<file path="src/hw/rtl/tczl_pkg.sv">
// ----------------------------------------------------------------------------
// tczl_pkg: shared types and constants of the three-column zone layout
// Fixed-point format, clamp limits, divider sizing and the column command
// that passes from the front part to the back part.
// ----------------------------------------------------------------------------
package tczl_pkg;

  localparam int MAX_WINDOWS = 32;
  localparam int FRAC_BITS   = 16;

  // Width of a window count (holds MAX_WINDOWS itself) and of a zone index.
  localparam int CNT_W = $clog2(MAX_WINDOWS + 1);
  localparam int IDX_W = $clog2(MAX_WINDOWS);
  // Q format coordinate: FRAC_BITS fraction bits plus one bit for 1.0.
  localparam int Q_W   = FRAC_BITS + 1;

  localparam int ONE_INT = 1 << FRAC_BITS;
  localparam logic [Q_W-1:0] ONE      = Q_W'(ONE_INT);
  localparam logic [Q_W-1:0] RATIO_LO = Q_W'((ONE_INT * 1 + 5) / 10);
  localparam logic [Q_W-1:0] RATIO_HI = Q_W'((ONE_INT * 9 + 5) / 10);

  // Configuration register indexes.
  localparam int CFG_IDX_W = 1;
  localparam logic [CFG_IDX_W-1:0] REG_MASTER_COUNT = 1'b0;
  localparam logic [CFG_IDX_W-1:0] REG_MASTER_RATIO = 1'b1;
  localparam int CFG_DATA_W = Q_W;

  // Up to three columns per layout.
  localparam int NUM_COLS = 3;
  localparam int COL_W    = 2;

  // Row height divider: one over the row count, four quotient bits a cycle.
  localparam int DIV_RADIX_BITS = 4;
  localparam int DIV_DIGITS     = (Q_W + DIV_RADIX_BITS - 1) / DIV_RADIX_BITS;
  localparam int DIV_W          = DIV_DIGITS * DIV_RADIX_BITS;
  localparam int DIV_STEP_W     = $clog2(DIV_DIGITS);
  localparam int REM_W          = CNT_W + 1;

  // Queue between front and back.
  localparam int QUEUE_DEPTH = 4;
  localparam int QPTR_W      = $clog2(QUEUE_DEPTH);

  typedef struct packed {
    logic [CNT_W-1:0] rows;
    logic [Q_W-1:0]   x;
    logic [Q_W-1:0]   w;
    logic             first;
    logic             last;
  } col_cmd_t;

  typedef enum logic [1:0] {
    B_IDLE,
    B_DIV,
    B_EMIT
  } back_state_t;

endpackage

</file>
<file path="src/hw/rtl/three_column_zone_layout.sv">
// ----------------------------------------------------------------------------
// three_column_zone_layout: three-column tiling layout engine
// Turns a window count into one normalized Q16 rectangle per window.
// ----------------------------------------------------------------------------
// Each accepted window count, clamped to MAX_WINDOWS, yields one rectangle
// per window (none for a count of zero), delivered in zone order with last
// set on the final one. The layout is built column by column: the front
// stage classifies the count and queues up to three column commands, and
// the back stage fetches a command, runs the radix-16 row height divider
// and then emits one rectangle per row whenever the output register is
// free. The front takes the next count as soon as the previous one has
// been queued.
// Configuration writes take effect on the next accepted count.
module three_column_zone_layout
  import tczl_pkg::*;
(
  input  logic                  clk,
  input  logic                  rst,
  input  logic                  cfg_write,
  input  logic [CFG_IDX_W-1:0]  cfg_index,
  input  logic [CFG_DATA_W-1:0] cfg_data,
  input  logic                  push,
  output logic                  full,
  input  logic [CNT_W-1:0]      window_count,
  output logic                  empty,
  input  logic                  pop,
  output logic [IDX_W-1:0]      zone_index,
  output logic [Q_W-1:0]        pos_x,
  output logic [Q_W-1:0]        pos_y,
  output logic [Q_W-1:0]        width,
  output logic [Q_W-1:0]        height,
  output logic                  last
);

  logic     q_push;
  col_cmd_t q_wdata;
  logic     q_full;
  logic     q_pop;
  col_cmd_t q_rdata;
  logic     q_empty;

  tczl_front u_front (
    .clk          (clk),
    .rst          (rst),
    .cfg_write    (cfg_write),
    .cfg_index    (cfg_index),
    .cfg_data     (cfg_data),
    .push         (push),
    .full         (full),
    .window_count (window_count),
    .q_push       (q_push),
    .q_data       (q_wdata),
    .q_full       (q_full)
  );

  tczl_queue u_queue (
    .clk     (clk),
    .rst     (rst),
    .q_push  (q_push),
    .q_wdata (q_wdata),
    .q_full  (q_full),
    .q_pop   (q_pop),
    .q_rdata (q_rdata),
    .q_empty (q_empty)
  );

  tczl_back u_back (
    .clk        (clk),
    .rst        (rst),
    .q_rdata    (q_rdata),
    .q_empty    (q_empty),
    .q_pop      (q_pop),
    .empty      (empty),
    .pop        (pop),
    .zone_index (zone_index),
    .pos_x      (pos_x),
    .pos_y      (pos_y),
    .width      (width),
    .height     (height),
    .last       (last)
  );

endmodule

</file>
<file path="src/hw/rtl/tczl_front.sv">
// ----------------------------------------------------------------------------
// tczl_front: configuration registers and layout classification
// Takes a window count, decides the column split and hands one command per
// column to the queue.
// ----------------------------------------------------------------------------
module tczl_front
  import tczl_pkg::*;
(
  input  logic                  clk,
  input  logic                  rst,
  input  logic                  cfg_write,
  input  logic [CFG_IDX_W-1:0]  cfg_index,
  input  logic [CFG_DATA_W-1:0] cfg_data,
  input  logic                  push,
  output logic                  full,
  input  logic [CNT_W-1:0]      window_count,
  output logic                  q_push,
  output col_cmd_t              q_data,
  input  logic                  q_full
);

  logic [CNT_W-1:0] master_count;
  logic [Q_W-1:0]   master_ratio;

  col_cmd_t         cols [NUM_COLS];
  logic [COL_W-1:0] ncol;
  logic [COL_W-1:0] ptr;

  logic [CNT_W-1:0] n_c, m_c, stack_c, right_c, left_c;
  logic [Q_W-1:0]   centre_c, side_c, cx_c, rx_c;
  logic [COL_W-1:0] ncol_c;
  col_cmd_t         cols_next [NUM_COLS];
  logic             busy;
  logic             accept;

  assign busy   = (ptr != ncol);
  assign full   = busy;
  assign accept = push && !full;
  assign q_push = busy && !q_full;
  assign q_data = cols[ptr];

  always_comb begin
    n_c = (window_count > CNT_W'(MAX_WINDOWS)) ? CNT_W'(MAX_WINDOWS) : window_count;
    m_c = (master_count > n_c) ? n_c : master_count;
    if (m_c == '0) begin
      m_c = CNT_W'(1);
    end
    stack_c = n_c - m_c;
    right_c = CNT_W'(stack_c[CNT_W-1:1]) + CNT_W'(stack_c[0]);
    left_c  = CNT_W'(stack_c[CNT_W-1:1]);

    centre_c = master_ratio;
    if (centre_c < RATIO_LO) begin
      centre_c = RATIO_LO;
    end
    if (centre_c > RATIO_HI) begin
      centre_c = RATIO_HI;
    end

    if (left_c != '0) begin
      side_c = (ONE - centre_c) >> 1;
      cx_c   = side_c;
      rx_c   = side_c + centre_c;
    end else begin
      side_c = ONE - centre_c;
      cx_c   = '0;
      rx_c   = centre_c;
    end

    // With no stack windows the masters take the whole width.
    if (n_c == '0) begin
      ncol_c = '0;
    end else if (stack_c == '0) begin
      ncol_c = COL_W'(1);
    end else if (left_c == '0) begin
      ncol_c = COL_W'(2);
    end else begin
      ncol_c = COL_W'(3);
    end

    cols_next[0].rows = m_c;
    cols_next[0].x    = (stack_c == '0) ? '0 : cx_c;
    cols_next[0].w    = (stack_c == '0) ? ONE : centre_c;
    cols_next[1].rows = right_c;
    cols_next[1].x    = rx_c;
    cols_next[1].w    = side_c;
    cols_next[2].rows = left_c;
    cols_next[2].x    = '0;
    cols_next[2].w    = side_c;
    for (int i = 0; i < NUM_COLS; i++) begin
      cols_next[i].first = (i == 0);
      cols_next[i].last  = (COL_W'(i) == ncol_c - COL_W'(1));
    end
  end

  always_ff @(posedge clk) begin
    if (rst) begin
      master_count <= CNT_W'(1);
      master_ratio <= Q_W'(ONE_INT / 2);
    end else if (cfg_write) begin
      unique case (cfg_index)
        REG_MASTER_COUNT: master_count <= cfg_data[CNT_W-1:0];
        REG_MASTER_RATIO: master_ratio <= cfg_data[Q_W-1:0];
        default: ;
      endcase
    end
  end

  always_ff @(posedge clk) begin
    if (rst) begin
      ncol <= '0;
      ptr  <= '0;
    end else if (accept) begin
      ncol <= ncol_c;
      ptr  <= '0;
    end else if (q_push) begin
      ptr <= ptr + COL_W'(1);
    end
  end

  always_ff @(posedge clk) begin
    if (accept) begin
      for (int i = 0; i < NUM_COLS; i++) begin
        cols[i] <= cols_next[i];
      end
    end
  end

endmodule

</file>
<file path="src/hw/rtl/tczl_queue.sv">
// ----------------------------------------------------------------------------
// tczl_queue: column command queue
// A short first-in first-out buffer that decouples classification from
// rectangle generation.
// ----------------------------------------------------------------------------
module tczl_queue
  import tczl_pkg::*;
(
  input  logic     clk,
  input  logic     rst,
  input  logic     q_push,
  input  col_cmd_t q_wdata,
  output logic     q_full,
  input  logic     q_pop,
  output col_cmd_t q_rdata,
  output logic     q_empty
);

  col_cmd_t            entries [QUEUE_DEPTH];
  logic [QPTR_W-1:0]   wr_ptr;
  logic [QPTR_W-1:0]   rd_ptr;
  logic [QPTR_W:0]     count;
  logic                do_push;
  logic                do_pop;

  assign q_full  = (count == (QPTR_W+1)'(QUEUE_DEPTH));
  assign q_empty = (count == '0);
  assign do_push = q_push && !q_full;
  assign do_pop  = q_pop && !q_empty;
  assign q_rdata = entries[rd_ptr];

  always_ff @(posedge clk) begin
    if (rst) begin
      wr_ptr <= '0;
      rd_ptr <= '0;
      count  <= '0;
    end else begin
      if (do_push) begin
        wr_ptr <= wr_ptr + QPTR_W'(1);
      end
      if (do_pop) begin
        rd_ptr <= rd_ptr + QPTR_W'(1);
      end
      if (do_push && !do_pop) begin
        count <= count + (QPTR_W+1)'(1);
      end else if (do_pop && !do_push) begin
        count <= count - (QPTR_W+1)'(1);
      end
    end
  end

  always_ff @(posedge clk) begin
    if (do_push) begin
      entries[wr_ptr] <= q_wdata;
    end
  end

endmodule

</file>
<file path="src/hw/rtl/tczl_back.sv">
// ----------------------------------------------------------------------------
// tczl_back: row generator
// Takes one column command, divides 1.0 by the row count, then emits one
// rectangle per row into the output register.
// ----------------------------------------------------------------------------
module tczl_back
  import tczl_pkg::*;
(
  input  logic              clk,
  input  logic              rst,
  input  col_cmd_t          q_rdata,
  input  logic              q_empty,
  output logic              q_pop,
  output logic              empty,
  input  logic              pop,
  output logic [IDX_W-1:0]  zone_index,
  output logic [Q_W-1:0]    pos_x,
  output logic [Q_W-1:0]    pos_y,
  output logic [Q_W-1:0]    width,
  output logic [Q_W-1:0]    height,
  output logic              last
);

  back_state_t state, state_next;

  col_cmd_t              cmd;
  logic [IDX_W-1:0]      k;
  logic [CNT_W-1:0]      i;
  logic [Q_W-1:0]        y;
  logic [Q_W-1:0]        row;
  logic [REM_W-1:0]      rem;
  logic [DIV_W-1:0]      num;
  logic [DIV_W-1:0]      quo;
  logic [DIV_STEP_W-1:0] step;
  logic                  out_valid;

  logic [REM_W-1:0]      rem_next;
  logic [DIV_W-1:0]      num_next;
  logic [DIV_W-1:0]      quo_next;
  logic                  can_emit;
  logic                  emit;
  logic                  last_row;

  assign empty    = !out_valid;
  assign can_emit = !out_valid || pop;
  assign last_row = (i == cmd.rows - CNT_W'(1));
  assign emit     = (state == B_EMIT) && can_emit;
  assign q_pop    = (state == B_IDLE) && !q_empty;

  // Restoring division, several quotient bits per cycle.
  always_comb begin
    rem_next = rem;
    num_next = num;
    quo_next = quo;
    for (int j = 0; j < DIV_RADIX_BITS; j++) begin
      rem_next = {rem_next[REM_W-2:0], num_next[DIV_W-1]};
      num_next = num_next << 1;
      quo_next = quo_next << 1;
      if (rem_next >= {1'b0, cmd.rows}) begin
        rem_next    = rem_next - {1'b0, cmd.rows};
        quo_next[0] = 1'b1;
      end
    end
  end

  always_comb begin
    state_next = state;
    unique case (state)
      B_IDLE: begin
        if (!q_empty) begin
          state_next = B_DIV;
        end
      end
      B_DIV: begin
        if (step == DIV_STEP_W'(DIV_DIGITS - 1)) begin
          state_next = B_EMIT;
        end
      end
      B_EMIT: begin
        if (can_emit && last_row) begin
          state_next = B_IDLE;
        end
      end
      default: state_next = B_IDLE;
    endcase
  end

  always_ff @(posedge clk) begin
    if (rst) begin
      state <= B_IDLE;
    end else begin
      state <= state_next;
    end
  end

  always_ff @(posedge clk) begin
    if (rst) begin
      out_valid <= 1'b0;
      k         <= '0;
    end else begin
      if (emit) begin
        out_valid <= 1'b1;
        k         <= k + IDX_W'(1);
      end else if (pop) begin
        out_valid <= 1'b0;
      end
      if (q_pop && q_rdata.first) begin
        k <= '0;
      end
    end
  end

  always_ff @(posedge clk) begin
    unique case (state)
      B_IDLE: begin
        if (!q_empty) begin
          cmd  <= q_rdata;
          rem  <= '0;
          num  <= DIV_W'(ONE);
          quo  <= '0;
          step <= '0;
        end
      end
      B_DIV: begin
        rem  <= rem_next;
        num  <= num_next;
        quo  <= quo_next;
        step <= step + DIV_STEP_W'(1);
        y    <= '0;
        i    <= '0;
        row  <= quo_next[Q_W-1:0];
      end
      B_EMIT: begin
        if (can_emit) begin
          zone_index <= k;
          pos_x      <= cmd.x;
          pos_y      <= y;
          width      <= cmd.w;
          // The bottom row takes up the rounding remainder.
          height     <= last_row ? (ONE - y) : row;
          last       <= last_row && cmd.last;
          y          <= y + row;
          i          <= i + CNT_W'(1);
        end
      end
      default: ;
    endcase
  end

endmodule

</file>
<file path="config.mk">
export PLATFORM = sky130hd
export DESIGN_NAME = three_column_zone_layout
export DESIGN_NICKNAME = d
export VERILOG_FILES = /design/src/hw/rtl/tczl_pkg.sv /design/src/hw/rtl/three_column_zone_layout.sv /design/src/hw/rtl/tczl_front.sv /design/src/hw/rtl/tczl_queue.sv /design/src/hw/rtl/tczl_back.sv
export SDC_FILE = /design/constraint.sdc
export NUM_CORES = 1
export LEC_CHECK = 0
export BUFFER_PORTS_ARGS = -buffer_cell sky130_fd_sc_hd__buf_2
export CAP_MARGIN = 30
export CORE_MARGIN = 8
export CORE_UTILIZATION = 35
export CTS_CLUSTER_SIZE = 40
export DETAILED_ROUTE_END_ITERATION = 8
export GPL_TIMING_DRIVEN = 0
export PLACE_DENSITY_LB_ADDON = 0.08
export SLEW_MARGIN = 10
export SYNTH_ARGS = -nofsm -noshare
export SYNTH_HDL_FRONTEND = slang
export SYNTH_SLANG_ARGS = --single-unit
</file>
<file path="constraint.sdc">
create_clock -name clk -period 21.3 [get_ports clk]
set_clock_uncertainty 0.2 [all_clocks]
set_input_delay 6.39 -clock clk [delete_from_list [all_inputs] [get_ports clk]]
set_output_delay 6.39 -clock clk [all_outputs]
set_load 0.05 [all_outputs]
</file>
==> metrics.yaml <==
synthesis:
  yosys_warnings: 0
  synthCells: 1557
  yosysSeqAreaShare_pct: 64.6
  synth_edf_count: 433
  synth.ff_latch_count: 479
  ys_types: 72
  syn-cell-area_sq_um: 21500
  avgSynthCellArea_sq_um: 13.8
  async_flop_share_pct: 0
  synthFlopType: "edfxtp_1"
cts:
  htreeDepth: 2
  post-cts-setup-buffers: 0
  clock_sinks: 479
  cts_root_buf: "clkbuf_16"
  clk_pin_slew_ns: 0.06
  cts_tree: "built"
  clkLatencyLatePin_ns: 0.60
  hold_buffers: 0
  postCtsResizedCells: 0
  clock_path_buffers: 3
  cts_buffers: 52
critical_path:
  crit_arrival_ns: 12.05
  crit_path_start_kind: "input pin"
  critical_path_class: "in -> reg"
  crit_required_ns: 21.41
  endpoint_kind: "flip-flop"
  cp_max_fo: 10
power:
  power_density_nw_per_um2: 184
  switching_share_pct: 37.9
  clock_power_share_pct: 19.2
  p_leak_uw: 0.00902
  intPower_uw: 2850
  peakVddDrop_mv: 0.152
  pwr-share-seq_pct: 34.8
  combPwrFrac_pct: 45.9
  p_switching_uw: 1740
die:
  initial_core_util_pct: 35.2
  die_width_um: 264
  rows: 91
  core-area_sq_um: 61300
  die-area_sq_um: 69800
  io_pins: 105
  fp.dieH_um: 264
timing:
  worstMarginPinSlew_ns: 0.949
  rsz0062_at_grt: "false"
  post-route-period-util_pct: 56.1
  setup_viol: 0
  slew_viol_final: 0
  clock.fmax_ghz: 0.0838
  fin_crit_ns: 11.94
  slew_headroom_pct: 36.5
  tns_ns: 0
  worst_slack_ns: 9.36
  whs_ns: 0.214
  final-hold-violation-count: 0
global_route:
  overflow: 0
  grt_pass1_wl_um: 76200
  grt_max_degree: 55
  grt_pass1_vias: 12900
  grt_antenna_before_repair: 1
  grtUsageTotal_pct: 13.9
detailed_routing:
  firstDrtPassIters: 7
  wl_per_cell_um: 19.2
  postRouteWirelength_um: 49200
  drc: 0
  final_antenna_net_count: 0
  drtIter0Drc: 816
  routed_via_density: 4.88
  vias: 12500
place:
  dpl.hpwl_um: 34000
  dp_slack_ns: 8.79
  gp_congestion: 0.857
  numPortBuffers: 104
final_layout:
  fillers: 5816
  final_cell_mix: "433 x edfxtp_1, 162 x nor2_1, 110 x nand2_1"
  final_common_cell: "edfxtp_1"
  drive_gt1_share_pct: 17.2
  regArea_sq_um: 13900
  nets: 1839
  multiInputGateArea_sq_um: 7150
  n_antenna_cell: 0
  area_growth_pct: 15.6
worst_hold_path:
  hold_path_class: "reg -> reg"
run_status:
  status: "finished, final reports clean"
run:
  max_cap_violations: 0
flip-flops by register name, summed over array words and instances, names as in the netlist, 3 cells and up, named ones only:
| register | count |
|---|---|
| u_back.pos_x | 17 |
| u_queue.count | 3 |
| u_back.width | 17 |
| u_back.pos_y | 17 |
| u_front.cols | 87 |
| u_back.zone_index | 5 |
| u_back.quo | 13 |
| u_back.row | 17 |
| u_back.cmd | 41 |
| u_back.step | 3 |
| u_front.master_ratio | 17 |
| u_back.height | 17 |
| u_back.k | 5 |
| u_back.i | 6 |
| u_queue.entries | 168 |
| u_back.y | 17 |
| u_back.rem | 6 |
| u_front.master_count | 6 |
Yosys cell counts, drive strengths merged, types with 8 or more instances:
master	number	area (sq um)
edfxtp	433	13000
nor2	162	608
nand2	110	413
ha	79	988
inv	73	274
a21oi	70	350
xnor2	53	464
o21ai	51	255
clkbuf	48	180
mux2i	47	470
dfxtp	46	921
mux4	42	946
mux2	41	462
xor2	38	333
nor3	28	150
and2	25	156
nand3	20	100
nor2b	16	100
a21o	14	105
nand2b	13	81.3
and3	12	75.1
or3	11	68.8
buf	9	46.3
nand4	9	56.3
o21a	9	67.6
or2	8	50.1
power by group through the flow:
stage	clock network [uW]	registers [uW]	logic, uW
final	883	1600	2110
after global routing	944	1630	2360
after CTS	912	1600	2130
after detailed placement	0	1620	2120
after global placement	0	1640	2070
after floorplan	0	1630	1550
worst paths after layout:
check	start	end	slack [ns]	depth (start not counted)
max	window_count[5]	u_front.cols[1][19]	9.36	24
min reg2reg	u_back.cmd[22]	u_back.pos_x[3]	0.21	0
max reg2reg	u_back.cmd[37]	u_back.rem[1]	12.31	34
min	u_back.cmd[22]	u_back.pos_x[3]	0.21	0
cells by family (layout without fill, tap and decap cells):
| group | Yosys count | in the layout | share of synthesized area (%) |
|---|---|---|---|
| flip-flops | 479 | 479 | 64.6 |
| AND/OR/NAND/NOR | 440 | 440 | 9.77 |
| AO/OA/AOI/OAI | 202 | 202 | 5.81 |
| multiplexers | 130 | 130 | 8.72 |
| buffers and inverters | 130 | 341 | 2.32 |
| XOR/XNOR | 91 | 91 | 3.70 |
| adder cells (fa/ha/maj) | 84 | 84 | 5.05 |
| other | 1 | 3 | 0.0174 |
layout make-up:
cell class	instances	area share [%]
Clock buffer	72	5.77
Buffer	57	0.940
Timing Repair Buffer	113	2.65
Tap cell	790	3.97
Multi-Input combinational cell	950	28.7
Sequential cell	479	55.9
Inverter	73	1.10
Clock inverter	26	0.940
worst max-delay path, stage by stage:
cell	delay [ns]
buf_2	0.13
inv_1	0.14
nand2_1	0.17
ha_1	0.32
nor2b_1	0.13
o21a_1	0.11
o21a_1	0.11
o21a_1	0.14
o21ai_0	0.08
a21oi_1	0.60
mux2i_1	0.39
nand4_1	0.14
o221ai_1	0.23
ha_1	0.25
fa_1	0.22
inv_1	0.05
a21o_1	0.15
a21oi_1	0.18
xnor2_1	0.17
nor3_1	0.30
and3_1	0.33
clkbuf_1	0.56
clkbuf_1	0.54
o21ai_0	0.19
through the flow:
stage	std cells	instance area, sq um	power [uW]	utilization, %
global placement	2453	23100	3710	37.7
global route	2560	24900	4930	40.7
floorplan	1559	21600	3180	-
CTS	2559	24900	4650	40.6
finish	2560	24900	4590	40.7
detailed placement	2461	23200	3740	37.9
metal layers:
layer  global-route usage, %  wire length [um]  vias up
li1                        -                 -     6092
met1                    19.7             24000     6080
met2                    21.7             21900      240
met3                    2.33              2040       73
met4                    4.53              1300        0
met5                       0                 0        -
No activity file was read; power rests on OpenSTA's default activity.
